File: src/hw/rtl/assert_macros.svh
// Assertion macros shared by the scheduler RTL.
`ifndef ASSERT_MACROS_SVH
`define ASSERT_MACROS_SVH

// Property that must hold at every rising clock edge outside reset.
`define ASSERT_CLK(label, clk, rst_n, prop, msg) \
	label: assert property (@(posedge clk) disable iff (!rst_n) (prop)) else $error(msg);

// Condition that must never be seen at a rising clock edge outside reset.
`define ASSERT_NEVER(label, clk, rst_n, cond, msg) \
	`ASSERT_CLK(label, clk, rst_n, !(cond), msg)

`endif

File: src/hw/rtl/tess_pkg.sv
// Types and constants shared by the timed event slot scheduler modules.
`timescale 1ns / 1ps

package tess_pkg;

	localparam int TICK_W  = 48;
	localparam int DELAY_W = 27;
	localparam int FREQ_W  = 20;
	localparam int MS_W    = 16;
	localparam int PROD_W  = MS_W + FREQ_W;

	localparam logic [FREQ_W-1:0] FREQ_RESET = 20'd100000;

	// Millisecond conversion: x / 1000 is (x / 8) / 125, and the division by 125 is a
	// multiplication by its rounded-up reciprocal, done in two half-width passes.
	localparam int MS_PER_SEC  = 1000;
	localparam int PRE_SHIFT   = 3;
	localparam int RECIP_DIV   = MS_PER_SEC >> PRE_SHIFT;
	localparam int QDIV_W      = PROD_W - PRE_SHIFT;
	localparam int RECIP_SHIFT = QDIV_W + $clog2(RECIP_DIV);
	localparam int RECIP_W     = QDIV_W + 1;
	localparam int RECIP_HALF  = RECIP_W / 2;
	localparam int PART_W      = QDIV_W + RECIP_HALF;
	localparam int ACC_W       = QDIV_W + RECIP_W;
	localparam logic [RECIP_W-1:0] RECIP =
		RECIP_W'(((64'd1 << RECIP_SHIFT) + 64'(RECIP_DIV - 1)) / 64'(RECIP_DIV));
	localparam logic [RECIP_HALF-1:0] RECIP_LO = RECIP[RECIP_HALF-1:0];
	localparam logic [RECIP_HALF-1:0] RECIP_HI = RECIP[RECIP_W-1:RECIP_HALF];
	localparam int DIV_STEPS   = 2;
	localparam int DIV_CNT_W   = $clog2(DIV_STEPS);

	localparam int CMDQ_DEPTH = 2;
	localparam int CMDQ_PTR_W = $clog2(CMDQ_DEPTH);

	// Request type codes.
	localparam logic [2:0] REQ_TICK   = 3'd0;
	localparam logic [2:0] REQ_CREATE = 3'd1;
	localparam logic [2:0] REQ_PAUSE  = 3'd2;
	localparam logic [2:0] REQ_RESUME = 3'd3;
	localparam logic [2:0] REQ_KILL   = 3'd4;

	// Result kind codes.
	localparam logic [1:0] KIND_DONE    = 2'd0;
	localparam logic [1:0] KIND_FIRED   = 2'd1;
	localparam logic [1:0] KIND_FAIL    = 2'd2;
	localparam logic [1:0] KIND_NO_FIRE = 2'd3;

	typedef struct packed {
		logic [2:0]      req_type;
		logic [2:0]      slot_index;
		logic [MS_W-1:0] interval_ms;
		logic            repeat_flag;
	} tess_in_t;

	typedef struct packed {
		logic [1:0]        result_kind;
		logic [2:0]        result_slot;
		logic [TICK_W-1:0] next_deadline;
		logic              last_result;
	} tess_out_t;

	typedef enum logic [2:0] {
		OP_TICK,
		OP_CREATE,
		OP_PAUSE,
		OP_RESUME,
		OP_KILL,
		OP_NOP
	} op_t;

	typedef struct packed {
		op_t                op;
		logic [2:0]         idx;
		logic [DELAY_W-1:0] delay;
		logic               rep;
	} tess_cmd_t;

	typedef enum logic [1:0] {
		FE_IDLE,
		FE_DIV,
		FE_SEND
	} fe_state_t;

	typedef enum logic [1:0] {
		BE_IDLE,
		BE_SCAN,
		BE_DRAIN,
		BE_EMIT
	} be_state_t;

endpackage

File: src/hw/rtl/timed_event_slot_scheduler.sv
// Top level of the timed event slot scheduler: frequency register, front end, queue, back end.
// Each request occupies the back end for a scan through the deadline memory, one slot per cycle,
// followed by its results, which wait in the output register until taken; a create is first
// multiplied and divided in the front end.
// Reset (asynchronous, active low) frees every slot, zeroes the tick counter and loads 100000.
`timescale 1ns / 1ps

module timed_event_slot_scheduler import tess_pkg::*; #(
	parameter int SLOT_COUNT = 8
) (
	input  logic              clk,
	input  logic              arst_n,
	input  logic              push,
	output logic              full,
	input  tess_in_t          item,
	output logic              empty,
	input  logic              pop,
	output tess_out_t         result,
	input  logic              cfg_valid,
	output logic              cfg_ready,
	input  logic [FREQ_W-1:0] cfg_data
);

	// The tick frequency register. Writes are expected only while the block is
	// idle, so it is always ready and takes every transfer on its channel.
	logic [FREQ_W-1:0] tick_frequency_q;

	assign cfg_ready = 1'b1;

	always_ff @(posedge clk or negedge arst_n) begin
		if (!arst_n) begin
			tick_frequency_q <= FREQ_RESET;
		end else if (cfg_valid && cfg_ready) begin
			tick_frequency_q <= cfg_data;
		end
	end

	// Command path from the front end to the back end. The front end decodes
	// each request and, for a create, turns the millisecond interval into a
	// delay in ticks (interval times frequency, divided by one thousand). The
	// queue lets it take the next request while the back end is still busy
	// scanning slots or waiting for its results to be taken.
	logic      cmd_push, cmd_full, cmd_pop, cmd_valid;
	tess_cmd_t cmd_in, cmd_out;

	tess_front u_front (
		.clk            (clk),
		.arst_n         (arst_n),
		.push           (push),
		.full           (full),
		.item           (item),
		.tick_frequency (tick_frequency_q),
		.cmd_push       (cmd_push),
		.cmd            (cmd_in),
		.cmd_full       (cmd_full)
	);

	tess_cmd_queue u_cmd_queue (
		.clk       (clk),
		.arst_n    (arst_n),
		.push      (cmd_push),
		.push_data (cmd_in),
		.full      (cmd_full),
		.pop       (cmd_pop),
		.pop_data  (cmd_out),
		.valid     (cmd_valid)
	);

	// The back end owns the tick counter and the slot table. For every command
	// it walks all slots in ascending order, applying the command to the slot it
	// concerns (or, for a tick, firing every due slot), and folds the earliest
	// enabled deadline as it goes. Results then leave one per transfer through
	// an output register, each carrying that earliest deadline.
	tess_back #(
		.SLOT_COUNT (SLOT_COUNT)
	) u_back (
		.clk       (clk),
		.arst_n    (arst_n),
		.cmd_valid (cmd_valid),
		.cmd       (cmd_out),
		.cmd_pop   (cmd_pop),
		.empty     (empty),
		.pop       (pop),
		.result    (result)
	);

endmodule

File: src/hw/rtl/tess_front.sv
// Front end: takes requests, decodes them and converts create intervals to ticks.
`timescale 1ns / 1ps
`include "assert_macros.svh"

module tess_front import tess_pkg::*; (
	input  logic              clk,
	input  logic              arst_n,
	input  logic              push,
	output logic              full,
	input  tess_in_t          item,
	input  logic [FREQ_W-1:0] tick_frequency,
	output logic              cmd_push,
	output tess_cmd_t         cmd,
	input  logic              cmd_full
);

	fe_state_t state_q, state_d;
	op_t op_in;
	op_t op_q;
	logic [2:0] idx_q;
	logic rep_q;
	logic [PROD_W-1:0] prod_q;
	logic [QDIV_W-1:0] quo_in;
	logic [RECIP_HALF-1:0] recip_part;
	logic [PART_W-1:0] part;
	logic [ACC_W-1:0] acc_q;
	logic [DIV_CNT_W-1:0] div_cnt_q;
	logic accept;

	always_comb begin
		unique case (item.req_type)
			REQ_TICK:   op_in = OP_TICK;
			REQ_CREATE: op_in = OP_CREATE;
			REQ_PAUSE:  op_in = OP_PAUSE;
			REQ_RESUME: op_in = OP_RESUME;
			REQ_KILL:   op_in = OP_KILL;
			default:    op_in = OP_NOP;
		endcase
	end

	always_comb begin
		state_d = state_q;
		full = 1'b1;
		cmd_push = 1'b0;
		unique case (state_q)
			FE_IDLE: begin
				full = 1'b0;
				if (push) begin
					state_d = (op_in == OP_CREATE) ? FE_DIV : FE_SEND;
				end
			end
			FE_DIV: begin
				if (div_cnt_q == DIV_CNT_W'(DIV_STEPS - 1)) begin
					state_d = FE_SEND;
				end
			end
			FE_SEND: begin
				cmd_push = 1'b1;
				if (!cmd_full) begin
					state_d = FE_IDLE;
				end
			end
			default: state_d = FE_IDLE;
		endcase
	end

	assign accept = (state_q == FE_IDLE) && push;

	// The low reciprocal half goes in on the first pass, the high half, shifted up,
	// on the second; the quotient is the top of the accumulated product.
	assign quo_in = prod_q[PROD_W-1:PRE_SHIFT];
	assign recip_part = (div_cnt_q == '0) ? RECIP_LO : RECIP_HI;
	assign part = PART_W'(quo_in) * PART_W'(recip_part);

	always_ff @(posedge clk or negedge arst_n) begin
		if (!arst_n) begin
			state_q <= FE_IDLE;
			div_cnt_q <= '0;
		end else begin
			state_q <= state_d;
			if (accept) begin
				div_cnt_q <= '0;
			end else if (state_q == FE_DIV) begin
				div_cnt_q <= div_cnt_q + DIV_CNT_W'(1);
			end
		end
	end

	always_ff @(posedge clk) begin
		if (accept) begin
			op_q <= op_in;
			idx_q <= item.slot_index;
			rep_q <= item.repeat_flag;
			prod_q <= PROD_W'(item.interval_ms) * PROD_W'(tick_frequency);
		end else if (state_q == FE_DIV) begin
			if (div_cnt_q == '0) begin
				acc_q <= ACC_W'(part);
			end else begin
				acc_q <= acc_q + (ACC_W'(part) << RECIP_HALF);
			end
		end
	end

	assign cmd = '{op: op_q, idx: idx_q, delay: acc_q[RECIP_SHIFT +: DELAY_W], rep: rep_q};

	`ASSERT_NEVER(a_delay_bound, clk, arst_n, cmd_push && op_q == OP_CREATE && PROD_W'(cmd.delay) * PROD_W'(MS_PER_SEC) > prod_q, "create delay exceeds the interval product")

endmodule

File: src/hw/rtl/tess_cmd_queue.sv
// Short command queue between the front end and the slot sequencer.
`timescale 1ns / 1ps

module tess_cmd_queue import tess_pkg::*; (
	input  logic      clk,
	input  logic      arst_n,
	input  logic      push,
	input  tess_cmd_t push_data,
	output logic      full,
	input  logic      pop,
	output tess_cmd_t pop_data,
	output logic      valid
);

	tess_cmd_t entry_q [CMDQ_DEPTH];
	logic [CMDQ_PTR_W-1:0] wr_ptr_q, rd_ptr_q;
	logic [CMDQ_PTR_W:0] count_q;
	logic do_push, do_pop;

	assign full = (count_q == (CMDQ_PTR_W + 1)'(CMDQ_DEPTH));
	assign valid = (count_q != '0);
	assign do_push = push && !full;
	assign do_pop = pop && valid;
	assign pop_data = entry_q[rd_ptr_q];

	always_ff @(posedge clk or negedge arst_n) begin
		if (!arst_n) begin
			wr_ptr_q <= '0;
			rd_ptr_q <= '0;
			count_q <= '0;
		end else begin
			if (do_push) begin
				wr_ptr_q <= wr_ptr_q + CMDQ_PTR_W'(1);
			end
			if (do_pop) begin
				rd_ptr_q <= rd_ptr_q + CMDQ_PTR_W'(1);
			end
			if (do_push && !do_pop) begin
				count_q <= count_q + (CMDQ_PTR_W + 1)'(1);
			end else if (do_pop && !do_push) begin
				count_q <= count_q - (CMDQ_PTR_W + 1)'(1);
			end
		end
	end

	always_ff @(posedge clk) begin
		if (do_push) begin
			entry_q[wr_ptr_q] <= push_data;
		end
	end

endmodule

File: src/hw/rtl/tess_back.sv
// Back end: slot table, per-slot scan sequencer and result output register.
`timescale 1ns / 1ps
`include "assert_macros.svh"

module tess_back import tess_pkg::*; #(
	parameter int SLOT_COUNT = 8
) (
	input  logic      clk,
	input  logic      arst_n,
	input  logic      cmd_valid,
	input  tess_cmd_t cmd,
	output logic      cmd_pop,
	output logic      empty,
	input  logic      pop,
	output tess_out_t result
);

	localparam int IW = $clog2(SLOT_COUNT);
	localparam logic [IW-1:0] LAST_SLOT = IW'(SLOT_COUNT - 1);

	be_state_t state_q, state_d;
	tess_cmd_t cur_q;
	logic [TICK_W-1:0] now_q;
	logic [SLOT_COUNT-1:0] en_q, rep_q, pau_q, fired_q;
	logic [DELAY_W-1:0] delay_q [SLOT_COUNT];
	logic [TICK_W-1:0] dl_mem [SLOT_COUNT];
	logic [IW-1:0] rd_idx_q;

	logic valid_s1;
	logic [IW-1:0] idx_s1;
	logic [TICK_W-1:0] dl_s1;
	logic valid_s2, en_s2;
	logic [TICK_W-1:0] dl_s2;

	logic [TICK_W-1:0] min_q;
	logic found_q;
	logic placed_q;
	logic [IW-1:0] create_slot_q;

	logic out_valid_q;
	tess_out_t out_q;

	logic new_en, new_rep, new_pau, wr_dl, fire, take_create;
	logic [TICK_W-1:0] new_dl;
	logic [IW-1:0] fire_idx;
	logic fire_single;
	tess_out_t emit_item;
	logic emit_last, out_load, issue;

	// Slot update for the slot whose deadline was read last cycle.
	always_comb begin
		logic [TICK_W-1:0] base;
		logic [DELAY_W-1:0] addend;
		logic [TICK_W-1:0] sum;
		logic idx_hit;
		logic is_free;
		base = (cur_q.op == OP_TICK) ? dl_s1 : now_q;
		addend = (cur_q.op == OP_CREATE) ? cur_q.delay : delay_q[idx_s1];
		sum = base + TICK_W'(addend);
		idx_hit = (32'(cur_q.idx) == 32'(idx_s1));
		is_free = !en_q[idx_s1] && !pau_q[idx_s1] && !rep_q[idx_s1];
		new_en = en_q[idx_s1];
		new_rep = rep_q[idx_s1];
		new_pau = pau_q[idx_s1];
		new_dl = dl_s1;
		wr_dl = 1'b0;
		fire = 1'b0;
		take_create = 1'b0;
		unique case (cur_q.op)
			OP_TICK: begin
				if (en_q[idx_s1] && dl_s1 <= now_q) begin
					fire = 1'b1;
					if (rep_q[idx_s1]) begin
						new_dl = sum;
						wr_dl = 1'b1;
					end else begin
						new_en = 1'b0;
						new_rep = 1'b0;
						new_pau = 1'b0;
					end
				end
			end
			OP_CREATE: begin
				if (!placed_q && idx_s1 != '0 && is_free) begin
					take_create = 1'b1;
					new_dl = sum;
					wr_dl = 1'b1;
					new_en = 1'b1;
					new_rep = cur_q.rep;
					new_pau = 1'b0;
				end
			end
			OP_PAUSE: begin
				if (idx_hit) begin
					new_pau = 1'b1;
					new_en = 1'b0;
				end
			end
			OP_RESUME: begin
				if (idx_hit) begin
					new_dl = sum;
					wr_dl = 1'b1;
					new_en = 1'b1;
					new_pau = 1'b0;
				end
			end
			OP_KILL: begin
				if (idx_hit) begin
					new_en = 1'b0;
					new_rep = 1'b0;
					new_pau = 1'b0;
				end
			end
			default: begin
			end
		endcase
	end

	// Lowest fired slot goes out first.
	always_comb begin
		fire_idx = '0;
		for (int i = SLOT_COUNT - 1; i >= 0; i--) begin
			if (fired_q[i]) begin
				fire_idx = IW'(i);
			end
		end
	end

	assign fire_single = ((fired_q & (fired_q - SLOT_COUNT'(1))) == '0);

	always_comb begin
		emit_item.next_deadline = found_q ? min_q : '0;
		emit_item.result_kind = KIND_DONE;
		emit_item.result_slot = '0;
		emit_item.last_result = 1'b1;
		case (cur_q.op)
			OP_TICK: begin
				if (fired_q != '0) begin
					emit_item.result_kind = KIND_FIRED;
					emit_item.result_slot = 3'(fire_idx);
					emit_item.last_result = fire_single;
				end else begin
					emit_item.result_kind = KIND_NO_FIRE;
				end
			end
			OP_CREATE: begin
				if (placed_q) begin
					emit_item.result_slot = 3'(create_slot_q);
				end else begin
					emit_item.result_kind = KIND_FAIL;
				end
			end
			default: begin
			end
		endcase
		emit_last = emit_item.last_result;
	end

	always_comb begin
		state_d = state_q;
		cmd_pop = 1'b0;
		issue = 1'b0;
		out_load = 1'b0;
		unique case (state_q)
			BE_IDLE: begin
				cmd_pop = cmd_valid;
				if (cmd_valid) begin
					state_d = BE_SCAN;
				end
			end
			BE_SCAN: begin
				issue = 1'b1;
				if (rd_idx_q == LAST_SLOT) begin
					state_d = BE_DRAIN;
				end
			end
			BE_DRAIN: begin
				if (!valid_s1 && !valid_s2) begin
					state_d = BE_EMIT;
				end
			end
			BE_EMIT: begin
				out_load = !out_valid_q || pop;
				if (out_load && emit_last) begin
					state_d = BE_IDLE;
				end
			end
			default: state_d = BE_IDLE;
		endcase
	end

	always_ff @(posedge clk or negedge arst_n) begin
		if (!arst_n) begin
			state_q <= BE_IDLE;
			now_q <= '0;
			en_q <= '0;
			rep_q <= '0;
			pau_q <= '0;
			fired_q <= '0;
			for (int i = 0; i < SLOT_COUNT; i++) begin
				delay_q[i] <= '0;
			end
			rd_idx_q <= '0;
			valid_s1 <= 1'b0;
			valid_s2 <= 1'b0;
			found_q <= 1'b0;
			placed_q <= 1'b0;
			out_valid_q <= 1'b0;
		end else begin
			state_q <= state_d;
			valid_s1 <= issue;
			valid_s2 <= valid_s1;
			if (cmd_pop) begin
				if (cmd.op == OP_TICK) begin
					now_q <= now_q + TICK_W'(1);
				end
				rd_idx_q <= '0;
				found_q <= 1'b0;
				placed_q <= 1'b0;
			end else if (issue) begin
				rd_idx_q <= rd_idx_q + IW'(1);
			end
			if (valid_s1) begin
				en_q[idx_s1] <= new_en;
				rep_q[idx_s1] <= new_rep;
				pau_q[idx_s1] <= new_pau;
				if (fire) begin
					fired_q[idx_s1] <= 1'b1;
				end
				if (take_create) begin
					placed_q <= 1'b1;
					delay_q[idx_s1] <= cur_q.delay;
				end
			end
			if (valid_s2 && en_s2 && (!found_q || dl_s2 < min_q)) begin
				found_q <= 1'b1;
			end
			if (out_load && cur_q.op == OP_TICK) begin
				fired_q[fire_idx] <= 1'b0;
			end
			if (out_load) begin
				out_valid_q <= 1'b1;
			end else if (pop) begin
				out_valid_q <= 1'b0;
			end
		end
	end

	always_ff @(posedge clk) begin
		if (cmd_pop) begin
			cur_q <= cmd;
		end
		idx_s1 <= rd_idx_q;
		en_s2 <= new_en;
		dl_s2 <= new_dl;
		if (valid_s1 && take_create) begin
			create_slot_q <= idx_s1;
		end
		if (valid_s2 && en_s2 && (!found_q || dl_s2 < min_q)) begin
			min_q <= dl_s2;
		end
		if (out_load) begin
			out_q <= emit_item;
		end
	end

	// Deadline memory: one registered read and one write per cycle.
	always_ff @(posedge clk) begin
		dl_s1 <= dl_mem[rd_idx_q];
		if (valid_s1 && wr_dl) begin
			dl_mem[idx_s1] <= new_dl;
		end
	end

	assign empty = !out_valid_q;
	assign result = out_q;

	`ASSERT_NEVER(a_create_not_slot0, clk, arst_n, placed_q && create_slot_q == '0, "create handed out the reserved slot")
	`ASSERT_NEVER(a_idle_no_fired, clk, arst_n, state_q == BE_IDLE && fired_q != '0, "fired slots left unreported")

endmodule
File: config.mk
export PLATFORM = sky130hd
export DESIGN_NAME = timed_event_slot_scheduler
export DESIGN_NICKNAME = d
export VERILOG_FILES = /design/src/hw/rtl/tess_pkg.sv /design/src/hw/rtl/timed_event_slot_scheduler.sv /design/src/hw/rtl/tess_front.sv /design/src/hw/rtl/tess_cmd_queue.sv /design/src/hw/rtl/tess_back.sv
export VERILOG_INCLUDE_DIRS = /design/src /design/src/hw/rtl
export SDC_FILE = /design/constraint.sdc
export NUM_CORES = 2
export LEC_CHECK = 0
export BUFFER_PORTS_ARGS = -buffer_cell sky130_fd_sc_hd__buf_2
export CAP_MARGIN = 25
export CORE_ASPECT_RATIO = 0.6
export CORE_MARGIN = 4
export CORE_UTILIZATION = 55
export CTS_CLUSTER_DIAMETER = 150
export CTS_CLUSTER_SIZE = 30
export DETAILED_ROUTE_END_ITERATION = 8
export PLACE_DENSITY_LB_ADDON = 0.15
export REMOVE_ABC_BUFFERS = 1
export SLEW_MARGIN = 20
export SYNTH_ARGS = -nofsm -noshare
export SYNTH_HDL_FRONTEND = slang
export SYNTH_HIERARCHICAL = 1
export SYNTH_SLANG_ARGS = --single-unit
File: constraint.sdc
create_clock -name clk -period 13.2 [get_ports clk]
set_clock_uncertainty 0.2 [all_clocks]
set_input_delay 1.32 -clock clk [delete_from_list [all_inputs] [get_ports clk]]
set_output_delay 1.32 -clock clk [all_outputs]
set_load 0.01 [all_outputs]
# Yosys cells after proc, flatten, opt, wreduce, memory -nomap -nowiden

Memory sizes are Yosys's and may differ from the RTL's. A register that Yosys moved wholly into a read port is not among the register bits.
Cells that the tools add are included.

Flip-flop bits (word level): 634
RAM bits: 452
Input bits: 48
Output and inout port bits: 57
Word-level logic and storage cells: 254
Memories: 2

Add/subtract/negate cells: 10
Multipliers: 2
Magnitude comparators: 8
Equality and inequality tests: 24
Multiplexer cells: 103
Bitwise operators: 6
Reductions and logical operators: 54

Memories:

| memory              | depth | bits a word | rd ports | clocked after Yosys merged registers in | write ports | line                 | source |
|---|---|---|---|---|---|---|---|
| u_back.dl_mem       | 8     | 48          | 1        | 1                                       | 1           | tess_back.sv:26      | `logic [TICK_W-1:0] dl_mem [SLOT_COUNT];` |
| u_cmd_queue.entry_q | 2     | 34          | 1        | 0                                       | 1           | tess_cmd_queue.sv:15 | `tess_cmd_t entry_q [CMDQ_DEPTH];` |

Operators by type and width:

| kind                    | number |
|---|---|
| $mux W48                | 5 |
| $bwmux W216             | 1 |
| $pmux W48 S3            | 1 |
| $mux W27                | 4 |
| $bmux W27 S3            | 1 |
| $demux W27 S3           | 1 |
| $add A67 B67 Y67        | 1 |
| $mul A33 B17 Y50        | 1 |
| $mux W50                | 1 |
| $add A48 B1 Y48 const B | 1 |
| $add A48 B27 Y48        | 1 |
| $le A48 B48 Y1          | 1 |
| $lt A48 B48 Y1          | 1 |
| $mux W1                 | 45 |
| $mul A16 B20 Y36        | 1 |
| $mux W3                 | 12 |
| $bwmux W8               | 3 |
| $mux W2                 | 12 |
| $mux W8                 | 3 |
| $logic_and A1 B1 Y1     | 20 |
| $and A8 B8 Y8           | 2 |
| $mux W16                | 1 |
| $pmux W3 S5             | 1 |
| $eq A3 B2 Y1 const B    | 4 |
| other kinds (39)        | 83 |

# Longest topological paths before layout

Word-level depth: 15
Depth in mapped cells: 39
Mapped depth without buffers: 35

# By module

Netlist, hierarchy kept.

Modules (own cells, without submodules):

| module                     | instances | cells an instance | area an instance (µm²) | sequential area each (µm²) |
|---|---|---|---|---|
| tess_back                  | 1         | 2916              | 40819.1                | 25364.3 |
| tess_front                 | 1         | 3325              | 30272.8                | 2777.7 |
| tess_cmd_queue             | 1         | 125               | 2805.2                 | 2142.1 |
| timed_event_slot_scheduler | 1         | 44                | 842.1                  | 508.0 |

# Least setup slack after synthesis

No wires, ideal clock.

Path type: flip-flop to flip-flop
From: register u_front.div_cnt_q
To: register u_front.acc_q[59], data pin
Arrival time: 8.779 ns
Path slack: 3.958 ns
Cell stages (with the launch flop): 36
Path buffers: 5
Path through: dfrtp_1 clkbuf_1 clkbuf_1 clkbuf_1 buf_1 nor2_1 ha_1 or2_2 fa_1 inv_1 fa_1 inv_1 fa_1 fa_1 inv_1 fa_1 inv_1 ha_1 a21o_1 a21o_1 a31o_2 a21o_1 a41o_1 a21boi_2 o21ai_0 xor2_1 ha_1 clkbuf_1 nand3_1 or3_1 or2_2 o31a_1 o311a_1 and2_1 o21ai_0 mux2i_1

Cells in the longest elaborated chain, start to end: 3

RTL lines:

| element                | line             | source |
|---|---|---|
| start, declared        | tess_front.sv:27 | `logic [DIV_CNT_W-1:0] div_cnt_q;` |
| start signal, assigned | tess_front.sv:84 | `div_cnt_q <= div_cnt_q + DIV_CNT_W'(1);` |
| $mux W16               | tess_front.sv:72 | `assign recip_part = (div_cnt_q == '0) ? RECIP_LO : RECIP_HI;` |
| $mul A33 B17 Y50       | tess_front.sv:73 | `assign part = PART_W'(quo_in) * PART_W'(recip_part);` |
| $add A67 B67 Y67       | tess_front.sv:99 | `acc_q <= acc_q + (ACC_W'(part) << RECIP_HALF);` |
| end signal, assigned   | tess_front.sv:97 | `acc_q <= ACC_W'(part);` |
| end signal, assigned   | tess_front.sv:99 |  |
| end, declared          | tess_front.sv:26 | `logic [ACC_W-1:0] acc_q;` |

Parallel ways exist; a longest one is shown, timed or not.
A chain may end at the register's enable or synchronous reset.

# Worst setup path in the final report

From: register u_front.div_cnt_q
To: register u_front.acc_q[62], data pin

The elaborated chain is that of the path after synthesis.

==> flow_summary.ini <==
[critical_path]
cp_slowest_cell = a21boi_0
cpPeakStageDelay_ns = 0.84
critPathMostFrequentCell = fa_1
crit_arrival_ns = 10.30
start_kind = register
worstPathMaxFanout = 88
crit_type = reg -> reg
startpoint = u_front/div_cnt_q$_DFFE_PN0P_
required_ns = 13.44
rr_startpoint = u_front/div_cnt_q$_DFFE_PN0P_
end_kind = register

[cells_and_area]
syn_to_final_growth_pct = 4.662
fin_nets = 7460
layout-drive-gt1-share = 0.09614
post-route-util = 0.5814

[sta]
fmax_mhz = 99.43
worstMarginPinSlew_ns = 1.086
hold_ws_ns = 0.1861
rsz0062_at_grt = no
drv_slew = 0
finalHoldViolCount = 0
setup_viol_count_final = 0
period_share = 0.7619
setup_tns_ns = 0
slew_headroom = 0.2695
min_period_ns = 10.06

[routing]
wl_per_cell_um = 22.69
firstDrtPassIters = 5
vias = 47760
wl_mm = 186.1
drt_iter0_drc = 4360
vias_per_cell = 5.824
ant_nets = 0
drc = 0

[global_routing]
grt_pass1_vias = 47420
grt_max_degree = 125
overflow = 0
antenna_found_initial = 1
grt_use_total = 0.2619
grt_pass1_wl_mm = 288.7

[placement]
place_hpwl_mm = 139.1
io_buffers = 103
place_congestion = 0.9341

[logic_synthesis]
synth_edf_count = 681
synth_top_area_frac = 0.2736
ys_seq_area_frac = 0.4120
synth_warnings = 6
syn_avg_cell_area_um2 = 11.66
yosys.cell_types.count = 107
syn_area_mm2 = 0.07474
yosysMostFrequentCell = inv_1
synth_area_leaders = edfxtp_1, fa_1, dfrtp_1, ha_1, inv_1
yosysTopAreaCell = edfxtp_1
synth_common_cells = inv_1, edfxtp_1, fa_1
synthArstFlopShare = 0.2989
syn_inst = 6410
ys_ff_latch = 1114
yosys_most_used_dff = edfxtp_1

[cts]
cts_sinks = 1114
cts_buffer_depth = 3
numCtsBuffers = 44
postCtsSetupBuffers = 0
cts_tree = done
h-tree-depth = 2
cts-root-buf = clkbuf_16
clkTransAtPathRegs_ns = 0.14
worst_skew_pair.late_latency_ns = 0.70
cts_resized = 0
hold_buffers = 0

[worst_hold_path]
worstHoldStart = u_back/delay_q[209]$_DFFE_PN0P_
hold_path.class = reg -> reg

[floorplan]
io_pins = 105
rows = 104
die_h_um = 293.5
initial_utilization = 0.5555
dieArea_mm2 = 0.1420
core_area_mm2 = 0.1345
die_x_um = 483.9

[run]
drv_cap = 0

[run_status]
outcome = finished clean
==> layout make-up <==
cell class              count  area [µm²]
clock inverters             5       112.6
well taps                1802        2255
repair buffers            168        1075
inverters                 890        3341
fillers                 11120       56330
diodes                      2       5.005
multi-input cells        4143       39380
clock buffers              77        1246
flip-flops and latches   1114       30810
==> critical path: cells and delay by family (launching register included) <==
kind | cells | cell delay, ns
AOI/OAI and AO/OA | 11 | 3.35
adders and majority gates | 8 | 3.28
and+or+nand+nor | 7 | 1.09
xor gates and xnor gates | 3 | 0.88
buffers and inverters | 5 | 0.46
DFF | 1 | 0.45
==> registers in the layout, indices dropped and copies added, names as in the netlist, 20 cells and up <==
signal               flops
u_back/dl_mem          384
u_back/delay_q         216
u_cmd_queue/entry_q     68
u_back/result           54
u_front/acc_q           50
u_back/dl_s1            48
u_back/dl_s2            48
u_back/min_q            48
u_back/now_q            48
u_back/cur_q            34
u_front/prod_q          33
tick_frequency_q        20
==> kinds of logic after synthesis <==
group | count (synthesis) | synth area share
simple gates | 1415 | 0.09117
buf+inv | 1183 | 0.06410
flops | 1114 | 0.4120
fa+ha+maj | 1052 | 0.2329
compound gates | 924 | 0.08061
mux | 485 | 0.09162
xor+xnor | 234 | 0.02742
other cells | 3 | 0.0001507
==> layout by cell type, fill, tap and decap left out, types with 35 or more instances in the layout <==
cell type and count:
nand2_1 538, inv_1 887, o21ai_0 201, xnor2_1 154, ha_1 485, nand2b_1 39, dfxtp_1 97, mux4_2 109
mux2_4 50, fa_1 566, mux2_1 141, mux2i_1 35, dfrtp_1 322, a21oi_1 282, nand3_1 82, xor2_1 80
buf_4 57, a31oi_1 36, a21o_1 103, mux2_2 149, nor2b_1 39, a221oi_1 45, buf_2 104, edfxtp_1 681
nand4_1 47, clkbuf_16 45, nor2_1 279, and2_1 189, nor3_1 55
==> through the flow <==
stage / cells / setup WS (ns) / area (µm²)
6_report: 8201 / 3.143 / 78220
4_1_cts: 8194 / 3.361 / 78140
3_5_place_dp: 8112 / 3.361 / 76780
3_3_place_gp: 8109 / 3.673 / 76750
5_1_grt: 8200 / 2.680 / 78220
2_1_floorplan: 6147 / 3.016 / 73400
==> layer usage <==
layer | routed length, µm | vias to the layer above | track usage | part of all wire
li1 | - | 21720 | - | -
met1 | 92190 | 24040 | 0.4338 | 0.50
met2 | 72560 | 1881 | 0.3450 | 0.39
met3 | 18840 | 126 | 0.07132 | 0.10
met4 | 2500 | 0 | 0.03811 | 0.013
met5 | 0 | - | 0 | 0
==> final timing paths <==
kind,end,slack (ns),cells past startpoint
setup / recovery,u_front/acc_q[62]$_SDFFCE_PN0P_,3.14,34
min in group asynchronous,u_back/delay_q[89]$_DFFE_PN0P_,0.40,1
hold / removal,u_back/delay_q[209]$_DFFE_PN0P_,0.19,0
max in group asynchronous,u_back/rd_idx_q[1]$_DFFE_PN0P_,10.33,3
setup reg to reg,u_front/acc_q[62]$_SDFFCE_PN0P_,3.14,34
hold reg to reg,u_back/delay_q[209]$_DFFE_PN0P_,0.19,0
Power is not shown: default switching activity piles up to over one toggle a cycle in this logic, so the estimate is an artifact.
